$ cat config.mk
export PLATFORM = sky130hd
export DESIGN_NAME = rc_serial_frame_decoder_flat
export DESIGN_NICKNAME = d
export VERILOG_FILES = /design/src/rtl/rcfd_pkg.sv /design/src/rtl/rcfd_if.sv /design/src/rtl/rcfd_datapath.sv /design/src/rtl/rcfd_ctrl.sv /design/src/rtl/rc_serial_frame_decoder.sv /design/src/flat_wrapper.sv
export SDC_FILE = /design/constraint.sdc
export NUM_CORES = 1
export LEC_CHECK = 0
export ABC_AREA = 1
export BUFFER_PORTS_ARGS = -buffer_cell sky130_fd_sc_hd__buf_2
export CAP_MARGIN = 0
export CORE_MARGIN = 2
export CORE_UTILIZATION = 25
export DETAILED_ROUTE_END_ITERATION = 12
export GPL_ROUTABILITY_DRIVEN = 1
export HOLD_SLACK_MARGIN = 0.1
export SETUP_SLACK_MARGIN = 0.2
export SYNTH_ARGS = -nofsm -noshare
export SYNTH_HDL_FRONTEND = slang
export SYNTH_SLANG_ARGS = --single-unit
$ cat constraint.sdc
create_clock -name i_clk -period 3.9 [get_ports i_clk]
set_input_delay 0.195 -clock i_clk [delete_from_list [all_inputs] [get_ports i_clk]]
set_output_delay 0.195 -clock i_clk [all_outputs]
set_load 0.01 [all_outputs]
$ cat src/rtl/rcfd_pkg.sv
// rcfd_pkg: shared types and constants of the RC serial frame decoder.
// Used by the interfaces, controller, datapath and top level. No dependencies.
package rcfd_pkg;

    localparam int unsigned BYTE_W      = 8;
    localparam int unsigned POS_W       = 5;
    localparam int unsigned SUM_W       = 16;
    localparam int unsigned IDX_W       = 4;
    localparam int unsigned VAL_W       = 16;
    localparam int unsigned STORE_DEPTH = 14;

    localparam logic [BYTE_W-1:0] START_BYTE_0 = 8'h20;
    localparam logic [BYTE_W-1:0] START_BYTE_1 = 8'h40;
    localparam logic [POS_W-1:0]  POS_START0   = 5'd0;
    localparam logic [POS_W-1:0]  POS_START1   = 5'd1;
    localparam logic [POS_W-1:0]  POS_CK_LOW   = 5'd30;
    localparam logic [POS_W-1:0]  POS_CK_HIGH  = 5'd31;

    typedef enum logic {
        ST_RECV,
        ST_DRAIN
    } t_state;

    // controller -> datapath
    typedef struct packed {
        logic accept;   // input transaction this cycle
        logic load;     // move next stored channel into the output register
    } t_cmd;

    // datapath -> controller
    typedef struct packed {
        logic frame_ok;   // final byte accepted and checksum matched
        logic drain_last; // the channel being loaded is the last one
        logic out_free;   // output register can take a new result
    } t_sts;

endpackage

$ cat src/rtl/rcfd_if.sv
// Channel interfaces of the RC serial frame decoder: serial byte input and
// channel result output, each with valid/ready. Depends on rcfd_pkg.
interface rcfd_byte_if;
    logic                          valid;
    logic                          ready;
    logic [rcfd_pkg::BYTE_W-1:0]   rx_byte;

    modport source (output valid, output rx_byte, input ready);
    modport sink   (input valid, input rx_byte, output ready);
endinterface

interface rcfd_chan_if;
    logic                          valid;
    logic                          ready;
    logic [rcfd_pkg::IDX_W-1:0]    channel_index;
    logic [rcfd_pkg::VAL_W-1:0]    channel_value;
    logic                          last_channel;

    modport source (output valid, output channel_index, output channel_value,
                    output last_channel, input ready);
    modport sink   (input valid, input channel_index, input channel_value,
                    input last_channel, output ready);
endinterface

$ cat src/rtl/rcfd_datapath.sv
// rcfd_datapath: frame position, running sum, channel store, drain counter
// and output register. Depends on rcfd_pkg.
module rcfd_datapath #(
    parameter int unsigned CHANNELS = 14
) (
    input  logic                          i_clk,
    input  logic                          i_rst_n,
    input  rcfd_pkg::t_cmd                i_cmd,
    output rcfd_pkg::t_sts                o_sts,
    input  logic [rcfd_pkg::BYTE_W-1:0]   i_rx_byte,
    input  logic                          i_out_ready,
    output logic                          o_out_valid,
    output logic [rcfd_pkg::IDX_W-1:0]    o_channel_index,
    output logic [rcfd_pkg::VAL_W-1:0]    o_channel_value,
    output logic                          o_last_channel
);

    localparam logic [rcfd_pkg::IDX_W-1:0] LAST_IDX = rcfd_pkg::IDX_W'(CHANNELS - 1);

    logic [rcfd_pkg::POS_W-1:0]  r_pos, n_pos;
    logic [rcfd_pkg::SUM_W-1:0]  r_sum, n_sum;
    logic [rcfd_pkg::BYTE_W-1:0] r_low, n_low;
    logic [rcfd_pkg::IDX_W-1:0]  r_drain;
    logic                        r_out_valid;
    logic [rcfd_pkg::IDX_W-1:0]  r_out_idx;
    logic [rcfd_pkg::VAL_W-1:0]  r_out_val;
    logic                        r_out_last;

    logic [rcfd_pkg::VAL_W-1:0]  r_store [rcfd_pkg::STORE_DEPTH];

    logic [rcfd_pkg::SUM_W-1:0]  sum_add;
    logic [rcfd_pkg::IDX_W-1:0]  slot;
    logic                        store_we;
    logic                        ck_match;

    assign sum_add  = r_sum + rcfd_pkg::SUM_W'(i_rx_byte);
    // odd positions 3..29 close channel words 0..13
    assign slot     = r_pos[rcfd_pkg::POS_W-1:1] - rcfd_pkg::IDX_W'(1);
    assign ck_match = ({i_rx_byte, r_low} == ~r_sum);

    always_comb begin
        n_pos    = r_pos;
        n_sum    = r_sum;
        n_low    = r_low;
        store_we = 1'b0;
        if (i_cmd.accept) begin
            if (r_pos == rcfd_pkg::POS_START0) begin
                if (i_rx_byte == rcfd_pkg::START_BYTE_0) begin
                    n_sum = rcfd_pkg::SUM_W'(i_rx_byte);
                    n_pos = rcfd_pkg::POS_START1;
                end
            end else if (r_pos == rcfd_pkg::POS_START1) begin
                if (i_rx_byte == rcfd_pkg::START_BYTE_1) begin
                    n_sum = sum_add;
                    n_pos = r_pos + rcfd_pkg::POS_W'(1);
                end else begin
                    n_pos = rcfd_pkg::POS_START0;
                end
            end else if (r_pos < rcfd_pkg::POS_CK_LOW) begin
                n_sum = sum_add;
                n_pos = r_pos + rcfd_pkg::POS_W'(1);
                if (!r_pos[0]) begin
                    n_low = i_rx_byte;
                end else begin
                    store_we = 1'b1;
                end
            end else if (r_pos == rcfd_pkg::POS_CK_LOW) begin
                n_low = i_rx_byte;
                n_pos = rcfd_pkg::POS_CK_HIGH;
            end else begin
                n_pos = rcfd_pkg::POS_START0;
            end
        end
    end

    always_comb begin
        o_sts.frame_ok   = i_cmd.accept && (r_pos == rcfd_pkg::POS_CK_HIGH) && ck_match;
        o_sts.drain_last = (r_drain == LAST_IDX);
        o_sts.out_free   = !r_out_valid || i_out_ready;
    end

    always_ff @(posedge i_clk) begin
        if (!i_rst_n) begin
            r_pos       <= '0;
            r_sum       <= '0;
            r_low       <= '0;
            r_drain     <= '0;
            r_out_valid <= 1'b0;
        end else begin
            r_pos <= n_pos;
            r_sum <= n_sum;
            r_low <= n_low;
            if (i_cmd.load) begin
                r_drain     <= (r_drain == LAST_IDX) ? '0 : r_drain + rcfd_pkg::IDX_W'(1);
                r_out_valid <= 1'b1;
            end else if (i_out_ready) begin
                r_out_valid <= 1'b0;
            end
        end
    end

    always_ff @(posedge i_clk) begin
        if (store_we) begin
            r_store[slot] <= {i_rx_byte, r_low};
        end
        if (i_cmd.load) begin
            r_out_idx  <= r_drain;
            r_out_val  <= r_store[r_drain];
            r_out_last <= (r_drain == LAST_IDX);
        end
    end

    assign o_out_valid     = r_out_valid;
    assign o_channel_index = r_out_idx;
    assign o_channel_value = r_out_val;
    assign o_last_channel  = r_out_last;

endmodule

$ cat src/rtl/rcfd_ctrl.sv
// rcfd_ctrl: receive/drain state machine of the RC serial frame decoder.
// Depends on rcfd_pkg.
module rcfd_ctrl (
    input  logic           i_clk,
    input  logic           i_rst_n,
    input  logic           i_in_valid,
    output logic           o_in_ready,
    input  rcfd_pkg::t_sts i_sts,
    output rcfd_pkg::t_cmd o_cmd
);

    rcfd_pkg::t_state r_state, n_state;

    always_comb begin
        n_state = r_state;
        case (r_state)
            rcfd_pkg::ST_RECV: begin
                if (i_sts.frame_ok) begin
                    n_state = rcfd_pkg::ST_DRAIN;
                end
            end
            rcfd_pkg::ST_DRAIN: begin
                if (i_sts.out_free && i_sts.drain_last) begin
                    n_state = rcfd_pkg::ST_RECV;
                end
            end
            default: n_state = rcfd_pkg::ST_RECV;
        endcase
    end

    always_comb begin
        o_in_ready = 1'b0;
        o_cmd      = '0;
        case (r_state)
            rcfd_pkg::ST_RECV: begin
                o_in_ready   = 1'b1;
                o_cmd.accept = i_in_valid;
            end
            rcfd_pkg::ST_DRAIN: begin
                o_cmd.load = i_sts.out_free;
            end
            default: o_cmd = '0;
        endcase
    end

    always_ff @(posedge i_clk) begin
        if (!i_rst_n) begin
            r_state <= rcfd_pkg::ST_RECV;
        end else begin
            r_state <= n_state;
        end
    end

endmodule

$ cat src/rtl/rc_serial_frame_decoder.sv
// rc_serial_frame_decoder: top level, joins controller and datapath.
// Depends on rcfd_pkg, rcfd_if, rcfd_ctrl, rcfd_datapath.
//
//   port   dir  payload                                      per transaction
//   i_rx   in   rx_byte[7:0]                                 one serial byte
//   o_ch   out  channel_index[3:0], channel_value[15:0],     one channel word
//               last_channel
//
// While receiving, the block takes a new byte every clock. After the final byte
// of a frame with a good checksum, the block drains CHANNELS results, one per
// cycle while o_ch is not stalled, from the channel store into the output
// register; i_rx.ready is low meanwhile. o_ch stalls hold the drain; the next
// byte is taken while the last result still waits. Reset is synchronous and
// active low.
module rc_serial_frame_decoder #(
    parameter int unsigned CHANNELS = 14
) (
    input  logic        i_clk,
    input  logic        i_rst_n,
    rcfd_byte_if.sink   i_rx,
    rcfd_chan_if.source o_ch
);

    rcfd_pkg::t_cmd cmd;
    rcfd_pkg::t_sts sts;

    rcfd_ctrl u_ctrl (
        .i_clk      (i_clk),
        .i_rst_n    (i_rst_n),
        .i_in_valid (i_rx.valid),
        .o_in_ready (i_rx.ready),
        .i_sts      (sts),
        .o_cmd      (cmd)
    );

    rcfd_datapath #(
        .CHANNELS (CHANNELS)
    ) u_dp (
        .i_clk           (i_clk),
        .i_rst_n         (i_rst_n),
        .i_cmd           (cmd),
        .o_sts           (sts),
        .i_rx_byte       (i_rx.rx_byte),
        .i_out_ready     (o_ch.ready),
        .o_out_valid     (o_ch.valid),
        .o_channel_index (o_ch.channel_index),
        .o_channel_value (o_ch.channel_value),
        .o_last_channel  (o_ch.last_channel)
    );

endmodule

$ cat src/flat_wrapper.sv
// flat-port wrapper written by rule: the top's interface ports become plain ports
module rc_serial_frame_decoder_flat 
#(
    parameter int unsigned CHANNELS = 14
)
  (i_clk, i_rst_n, i_rx_valid, i_rx_rx_byte, i_rx_ready, o_ch_valid, o_ch_channel_index, o_ch_channel_value, o_ch_last_channel, o_ch_ready);
  rcfd_byte_if i_rx_i ();
  rcfd_chan_if o_ch_i ();
  input  logic i_clk;
  input  logic i_rst_n;
  input wire logic [$bits(i_rx_i.valid)-1:0] i_rx_valid;
  input wire logic [$bits(i_rx_i.rx_byte)-1:0] i_rx_rx_byte;
  output wire logic [$bits(i_rx_i.ready)-1:0] i_rx_ready;
  output wire logic [$bits(o_ch_i.valid)-1:0] o_ch_valid;
  output wire logic [$bits(o_ch_i.channel_index)-1:0] o_ch_channel_index;
  output wire logic [$bits(o_ch_i.channel_value)-1:0] o_ch_channel_value;
  output wire logic [$bits(o_ch_i.last_channel)-1:0] o_ch_last_channel;
  input wire logic [$bits(o_ch_i.ready)-1:0] o_ch_ready;
  assign i_rx_i.valid = i_rx_valid;
  assign i_rx_i.rx_byte = i_rx_rx_byte;
  assign i_rx_ready = i_rx_i.ready;
  assign o_ch_valid = o_ch_i.valid;
  assign o_ch_channel_index = o_ch_i.channel_index;
  assign o_ch_channel_value = o_ch_i.channel_value;
  assign o_ch_last_channel = o_ch_i.last_channel;
  assign o_ch_i.ready = o_ch_ready;
  rc_serial_frame_decoder #(.CHANNELS(CHANNELS)) u_core (.i_clk(i_clk), .i_rst_n(i_rst_n), .i_rx(i_rx_i), .o_ch(o_ch_i));
endmodule
== Word level (Yosys, flattened, before mapping) ==
Memory sizes are Yosys's and may differ from the RTL's. A register that Yosys moved wholly into a read port is not among the register bits.
Index checks and enable logic that the tools add are counted.

* Input bits: 12
* Flip-flop bits (word level): 40
* Memories: 1
* Output and inout port bits: 23
* RAM bits: 224
* Logic and storage cells: 70

{| class="wikitable"
|+ Memory list
! memory !! words !! width !! read ports !! clocked after Yosys merged registers in !! wr ports !! RTL line !! text
|-
| u_core.u_dp.r_store || 14 || 16 || 1 || 1 || 1 || rcfd_datapath.sv:29 || <nowiki>logic [rcfd_pkg::VAL_W-1:0] r_store [rcfd_pkg::STORE_DEPTH];</nowiki>
|}

* Bitwise gates (word level): 4
* Reduce and logical (&&, ||, !) cells: 12
* Magnitude comparators: 1
* $add $sub $neg: 4
* Eq/ne operators: 10
* Mux-type cells: 30

{| class="wikitable"
|+ Operators with widths
! kind !! number
|-
| 16-bit two-way mux || 5
|-
| 5-bit two-way mux || 6
|-
| 8-bit two-way mux || 3
|-
| 16-bit by 8-bit adder with 16-bit output || 1
|-
| 16-bit equality test || 1
|-
| 16-bit NOT || 1
|-
| 1-bit two-way mux || 14
|-
| 5-bit equality test, second input constant || 2
|-
| 8-bit by 6-bit equality test with 1-bit output, second input constant || 1
|-
| 8-bit by 7-bit equality test with 1-bit output, second input constant || 1
|-
| 5-bit by 1-bit adder with 5-bit output, second input constant || 1
|-
| 5-bit by 1-bit equality test with 1-bit output, second input constant || 1
|-
| 5-bit logical NOT || 1
|-
| 5-bit < comparator, second input constant || 1
|-
| 5-bit AND reduction || 1
|-
| 4-bit by 1-bit adder with 4-bit output, second input constant || 1
|-
| 4-bit equality test, second input constant || 1
|-
| 4-bit two-way mux || 1
|-
| 4-bit AND reduction || 1
|-
| 2-bit nonzero test || 2
|-
| 4-bit by 1-bit subtractor with 4-bit output, second input constant || 1
|-
| 1-bit logical AND || 3
|-
| 3-bit by 2-bit != test with 1-bit output, second input constant || 1
|-
| 1-bit NOT || 3
|-
| other kinds (7) || 7
|}

== Depth between registers and ports, before layout ==
* Depth in word-level cells: 7
* Depth in mapped cells: 11
* Depth with buffers taken out: 11

== By module ==
From an unflattened synthesis, not the netlist that was laid out.

* Cell total of the unflattened synthesis: 1,061
* Area, all modules: 11,831.3 µm²

{| class="wikitable"
|+ Modules (own cells, without submodules)
! module !! cells each !! area each (µm²) !! sequential area each (µm²) !! times used
|-
| rcfd_datapath || 1,051 || 11,773.8 || 8,037.7 || 1
|-
| rcfd_ctrl || 10 || 57.6 || 20.0 || 1
|}

== Least setup slack after synthesis ==
OpenSTA, ideal clock, no wires.

* Path type: register to register
* From: register u_core.u_dp.r_pos[1] (netlist name)
* To: memory u_core.u_dp.r_store[11][0] (netlist name) (enable)
* Data arrival time: 2.600 ns
* Cell stages (with the launch flop): 8
* Period minus slack after synthesis: 3.010 ns
* Slack: 0.890 ns
* Library setup time: 0.409 ns
* Path through: dfxtp_1 -> inv_1 -> ha_1 -> o211ai_1 -> nand2_1 -> nor2_1 -> inv_1 -> nor3_1

* Longest elaborated chain between the ends: 7
* Elaborated cells on any way between the ends: 10
* Classes of those cells: 1 x add/sub; 1 x order compare; 1 x eq/ne; 6 x mux; 1 x reduce/logical

{| class="wikitable"
|+ RTL lines
! item !! RTL line !! text
|-
| from (decl) || rcfd_datapath.sv:20 || <nowiki>logic [rcfd_pkg::POS_W-1:0] r_pos, n_pos;</nowiki>
|-
| from (signal assigned) || rcfd_datapath.sv:90 || <nowiki>r_pos <= n_pos;</nowiki>
|-
| 5-bit < comparator || rcfd_datapath.sv:59 || <nowiki>end else if (r_pos < rcfd_pkg::POS_CK_LOW) begin</nowiki>
|-
| 1-bit two-way mux || rcfd_datapath.sv:59 ||
|-
| 1-bit two-way mux || rcfd_datapath.sv:52 || <nowiki>end else if (r_pos == rcfd_pkg::POS_START1) begin</nowiki>
|-
| 1-bit two-way mux || rcfd_datapath.sv:47 || <nowiki>if (r_pos == rcfd_pkg::POS_START0) begin</nowiki>
|-
| 1-bit two-way mux || rcfd_datapath.sv:46 || <nowiki>if (i_cmd.accept) begin</nowiki>
|-
| 1-bit two-way mux || rcfd_datapath.sv:103 || <nowiki>if (store_we) begin</nowiki>
|-
| 1-bit two-way mux (implied by the code) || rcfd_datapath.sv:104 || <nowiki>r_store[slot] <= {i_rx_byte, r_low};</nowiki>
|-
| to (decl) || rcfd_datapath.sv:29 ||
|}

Several ways; a longest one is shown, not always the timed one.

== Worst setup path after layout ==
* From: register u_core.u_dp.r_pos[1] (netlist name)
* To: memory u_core.u_dp.r_store[13][8] (netlist name) (enable)

The elaborated chain is that of the path after synthesis.

==> results_dict.tcl <==
set metrics [dict create \
    outcome "completed" \
    die_y_um 221 \
    p_comb_share_pct 13.1 \
    crit_path_start_kind "flop" \
    diodes 0 \
    critPathMaxFanout 16 \
    fillers 4714 \
    switching_power_mw 2.12 \
    syn_area_sq_mm 0.0118 \
    rows 79 \
    nets 1104 \
    die_w_um 221 \
    route.detailed.drc 0 \
    cts_buffers 29 \
    p_seq_share_pct 50.2 \
    critPathMaxStageDelay_ps 740 \
    p_leak_nw 4.62 \
    cp.arrival_ps 3120 \
    grt_pass1_wl_um 47300 \
    yosysSeqAreaShare_pct 68.4 \
    hpwl_um 19300 \
    end_kind "flop" \
    finalSetupViolCount 0 \
    met3_usage_pct 2.36 \
    pwr-share-clk_pct 36.7 \
    use_met1_pct 17.5 \
    switching_share_pct 28.0 \
    hold_violations 0 \
    clk_latency_ps 570 \
    syn_inst 1037 \
    power_mw 7.57 \
    vias 7961 \
    overflow 0 \
    slew_headroom_pct 32.6 \
    grtUsageTotal_pct 12.3 \
    cellPowerDensity_mw_per_mm2 555 \
    use_met2_pct 19.1 \
    crit_buf_inv 1 \
    core-area_sq_mm 0.0466 \
    path_cells "inv_1 -> ha_1 -> o211ai_1 -> nand2_1 -> nor2_1 -> nand3_1 -> nor2_2" \
    drt_iter0_markers 760 \
    drive_gt1_share_pct 12.4 \
    dp.cells 1650 \
    fmax_ghz 0.339 \
    postRouteAntennaNets 0 \
    ir_drop_uv 321 \
    cap_violations 0 \
    gp_congestion 0.881 \
    async_flop_share_pct 0 \
    antenna_found_initial 1 \
    drv_slew 0 \
    root_buffer "clkbuf_16" \
    port_buffers 34 \
    clock-sinks 280 \
    synth_seq_cells 280 \
    clockBufferDepth 3 \
    min_period_over_period_pct 75.7 \
    hold_class "in -> reg" \
    areaGrowthSynthToFinish_pct 15.9 \
    p_int_mw 5.45 \
    syn_nets 1063 \
    avgViaCountPerCell 4.66 \
    ys_types 40 \
    crit_family "simple AND/OR/NAND/NOR gates" \
    dr.pass1.iters 7 \
    finalNonFillerCells 1707 \
    path_clk_slew_ps 60 \
    initial_utilization_pct 25.3 \
    ios 35 \
    cp_slowest_cell "nor2_2" \
    routed_wl_um 30800 \
    worst_pin_slew_ps 1010 \
    holdWs_ps 90.4 \
    finalClockSkew_ps 27.1 \
    dieArea_sq_mm 0.0489 \
    grt_pass1_vias 7789 \
    cp.required_ps 4070 \
    finalCriticalPeriod_ps 2950 \
    rsz0062_at_grt "false" \
    cts_tree "done" \
    worst-setup-path-type "reg -> reg" \
    grt_max_degree 67 \
    postLayoutCoreUtil_pct 29.3 \
    ys.flop_type "edfxtp_1" \
    h-tree-depth 1 \
    grt_busiest_layer "met2" \
    synth.avg_cell_area_sq_um 11.4 \
    yosys_warnings 0 \
    fin_setup_tns_ps 0 \
    wl_per_cell_um 18.1 \
    synth_edf_count 245 \
]
power by group through the flow:
stage / logic, mW / registers (mW) / clock network (mW)
6_report: 0.992 / 3.80 / 2.78
5_1_grt: 1.14 / 3.83 / 2.93
4_1_cts: 0.988 / 3.79 / 2.82
3_5_place_dp: 0.982 / 3.86 / 0
3_3_place_gp: 0.964 / 3.85 / 0
2_1_floorplan: 0.815 / 3.69 / 0
Yosys cell counts, drive strengths merged (3+ instances only):
| master | count | area [sq um] |
|---|---|---|
| a21oi | 51 | 263 |
| a22oi | 17 | 128 |
| a31oi | 13 | 81.3 |
| buf | 25 | 153 |
| clkbuf | 22 | 82.6 |
| dfxtp | 35 | 701 |
| edfxtp | 245 | 7360 |
| ha | 13 | 163 |
| inv | 56 | 210 |
| nand2 | 166 | 643 |
| nand3 | 40 | 210 |
| nand3b | 3 | 22.5 |
| nand4 | 5 | 31.3 |
| nor2 | 156 | 618 |
| nor3 | 7 | 46.3 |
| o2111ai | 10 | 87.6 |
| o211ai | 12 | 90.1 |
| o21ai | 140 | 708 |
| xnor2 | 5 | 43.8 |
| xor2 | 9 | 78.8 |
stage by stage:
step | setup WS, ps | area [sq um]
detailed placement | 941 | 12700
floorplan | 890 | 11800
global route | 657 | 13700
finish | 946 | 13700
global placement | 1010 | 12700
CTS | 917 | 13700
layer usage:
metal | vias to the layer above | share of wire (%)
met5 | - | 0
met4 | 0 | 2.7
met3 | 53 | 6.8
met2 | 278 | 45
met1 | 3856 | 46
li1 | 3774 | -
registers in the layout, indices dropped and copies added (netlist names):
name,count
u_core.u_dp.r_low,8
u_core.u_dp.r_sum,16
u_core.u_ctrl.r_state,1
u_core.u_dp.o_channel_value,16
u_core.u_dp.o_last_channel,1
u_core.u_dp.r_pos,5
u_core.u_dp.r_drain,4
u_core.u_dp.o_channel_index,4
u_core.u_dp.o_out_valid,1
u_core.u_dp.r_store,224
layout make-up:
| type | count | area [sq um] | share of cell area (%) |
|---|---|---|---|
| well taps | 607 | 759 | 5.56 |
| multi-input cells | 654 | 3320 | 24.3 |
| clock buffers | 37 | 756 | 5.53 |
| inverters | 56 | 210 | 1.54 |
| flip-flops and latches | 280 | 8060 | 59.0 |
| repair buffers | 57 | 353 | 2.58 |
| clock inverters | 16 | 196 | 1.44 |
cells in the final DEF, fill, tap and decap left out, types with 3 or more instances in the layout:
| master | netlist | layout |
|---|---|---|
| nand2_2 | 5 | 5 |
| nor3_1 | 6 | 4 |
| nand3_1 | 38 | 38 |
| buf_4 | 1 | 19 |
| nand2_1 | 160 | 160 |
| xor2_1 | 9 | 9 |
| o21ai_0 | 137 | 137 |
| o2111ai_1 | 10 | 10 |
| clkinv_1 | 0 | 3 |
| a22oi_1 | 17 | 17 |
| dfxtp_1 | 35 | 34 |
| nand4_1 | 5 | 5 |
| buf_2 | 17 | 34 |
| ha_1 | 13 | 13 |
| edfxtp_1 | 245 | 245 |
| bufinv_16 | 0 | 4 |
| nand3b_1 | 3 | 3 |
| dlygate4sd3_1 | 0 | 4 |
| nor2_1 | 151 | 138 |
| a21oi_1 | 49 | 49 |
| clkbuf_1 | 22 | 8 |
| xnor2_1 | 5 | 5 |
| nor2_4 | 4 | 5 |
| clkbuf_16 | 0 | 29 |
| a31oi_1 | 13 | 13 |
| inv_1 | 51 | 50 |
| o211ai_1 | 12 | 12 |
| clkinv_2 | 0 | 5 |
| nor2_2 | 1 | 13 |
| inv_2 | 5 | 6 |
final timing paths:
path / cells after the start / endpoint / slack, ps / start
hold / removal: 4 / u_core.u_dp.o_out_valid$_SDFFE_PN0P_ / 90 / o_ch_ready
setup / recovery: 7 / u_core.u_dp.r_store[13][8]$_DFFE_PP_ / 950 / u_core.u_dp.r_pos[1]$_SDFFE_PN0P_
setup reg to reg: 7 / u_core.u_dp.r_store[13][8]$_DFFE_PP_ / 950 / u_core.u_dp.r_pos[1]$_SDFFE_PN0P_
hold reg to reg: 2 / u_core.u_ctrl.r_state$_SDFF_PN0_ / 480 / u_core.u_ctrl.r_state$_SDFF_PN0_
kinds of logic (layout without fill, tap and decap cells):
kind of cell,after synthesis,after routing,share of synthesized area (%)
flip-flops,280,280,68.4
adder cells (fa/ha/maj),14,14,1.55
AO/OA/AOI/OAI,248,248,11.8
buffers and inverters,103,166,3.78
XOR/XNOR,14,14,1.04
AND/OR/NAND/NOR,378,378,13.4
tightest hold or removal path: stages:
cell and delay, ps:
buf_2 80, inv_1 30, nand2_1 130, a21oi_1 130
timing repair:
item,4_1_cts,5_1_grt
endpoints found under the setup margin,0,0
hold buffers,4,0
resized for setup,0,0
hold endpoints to repair,15,0
buffers inserted,0,0
(Power assumes the default switching activity.)
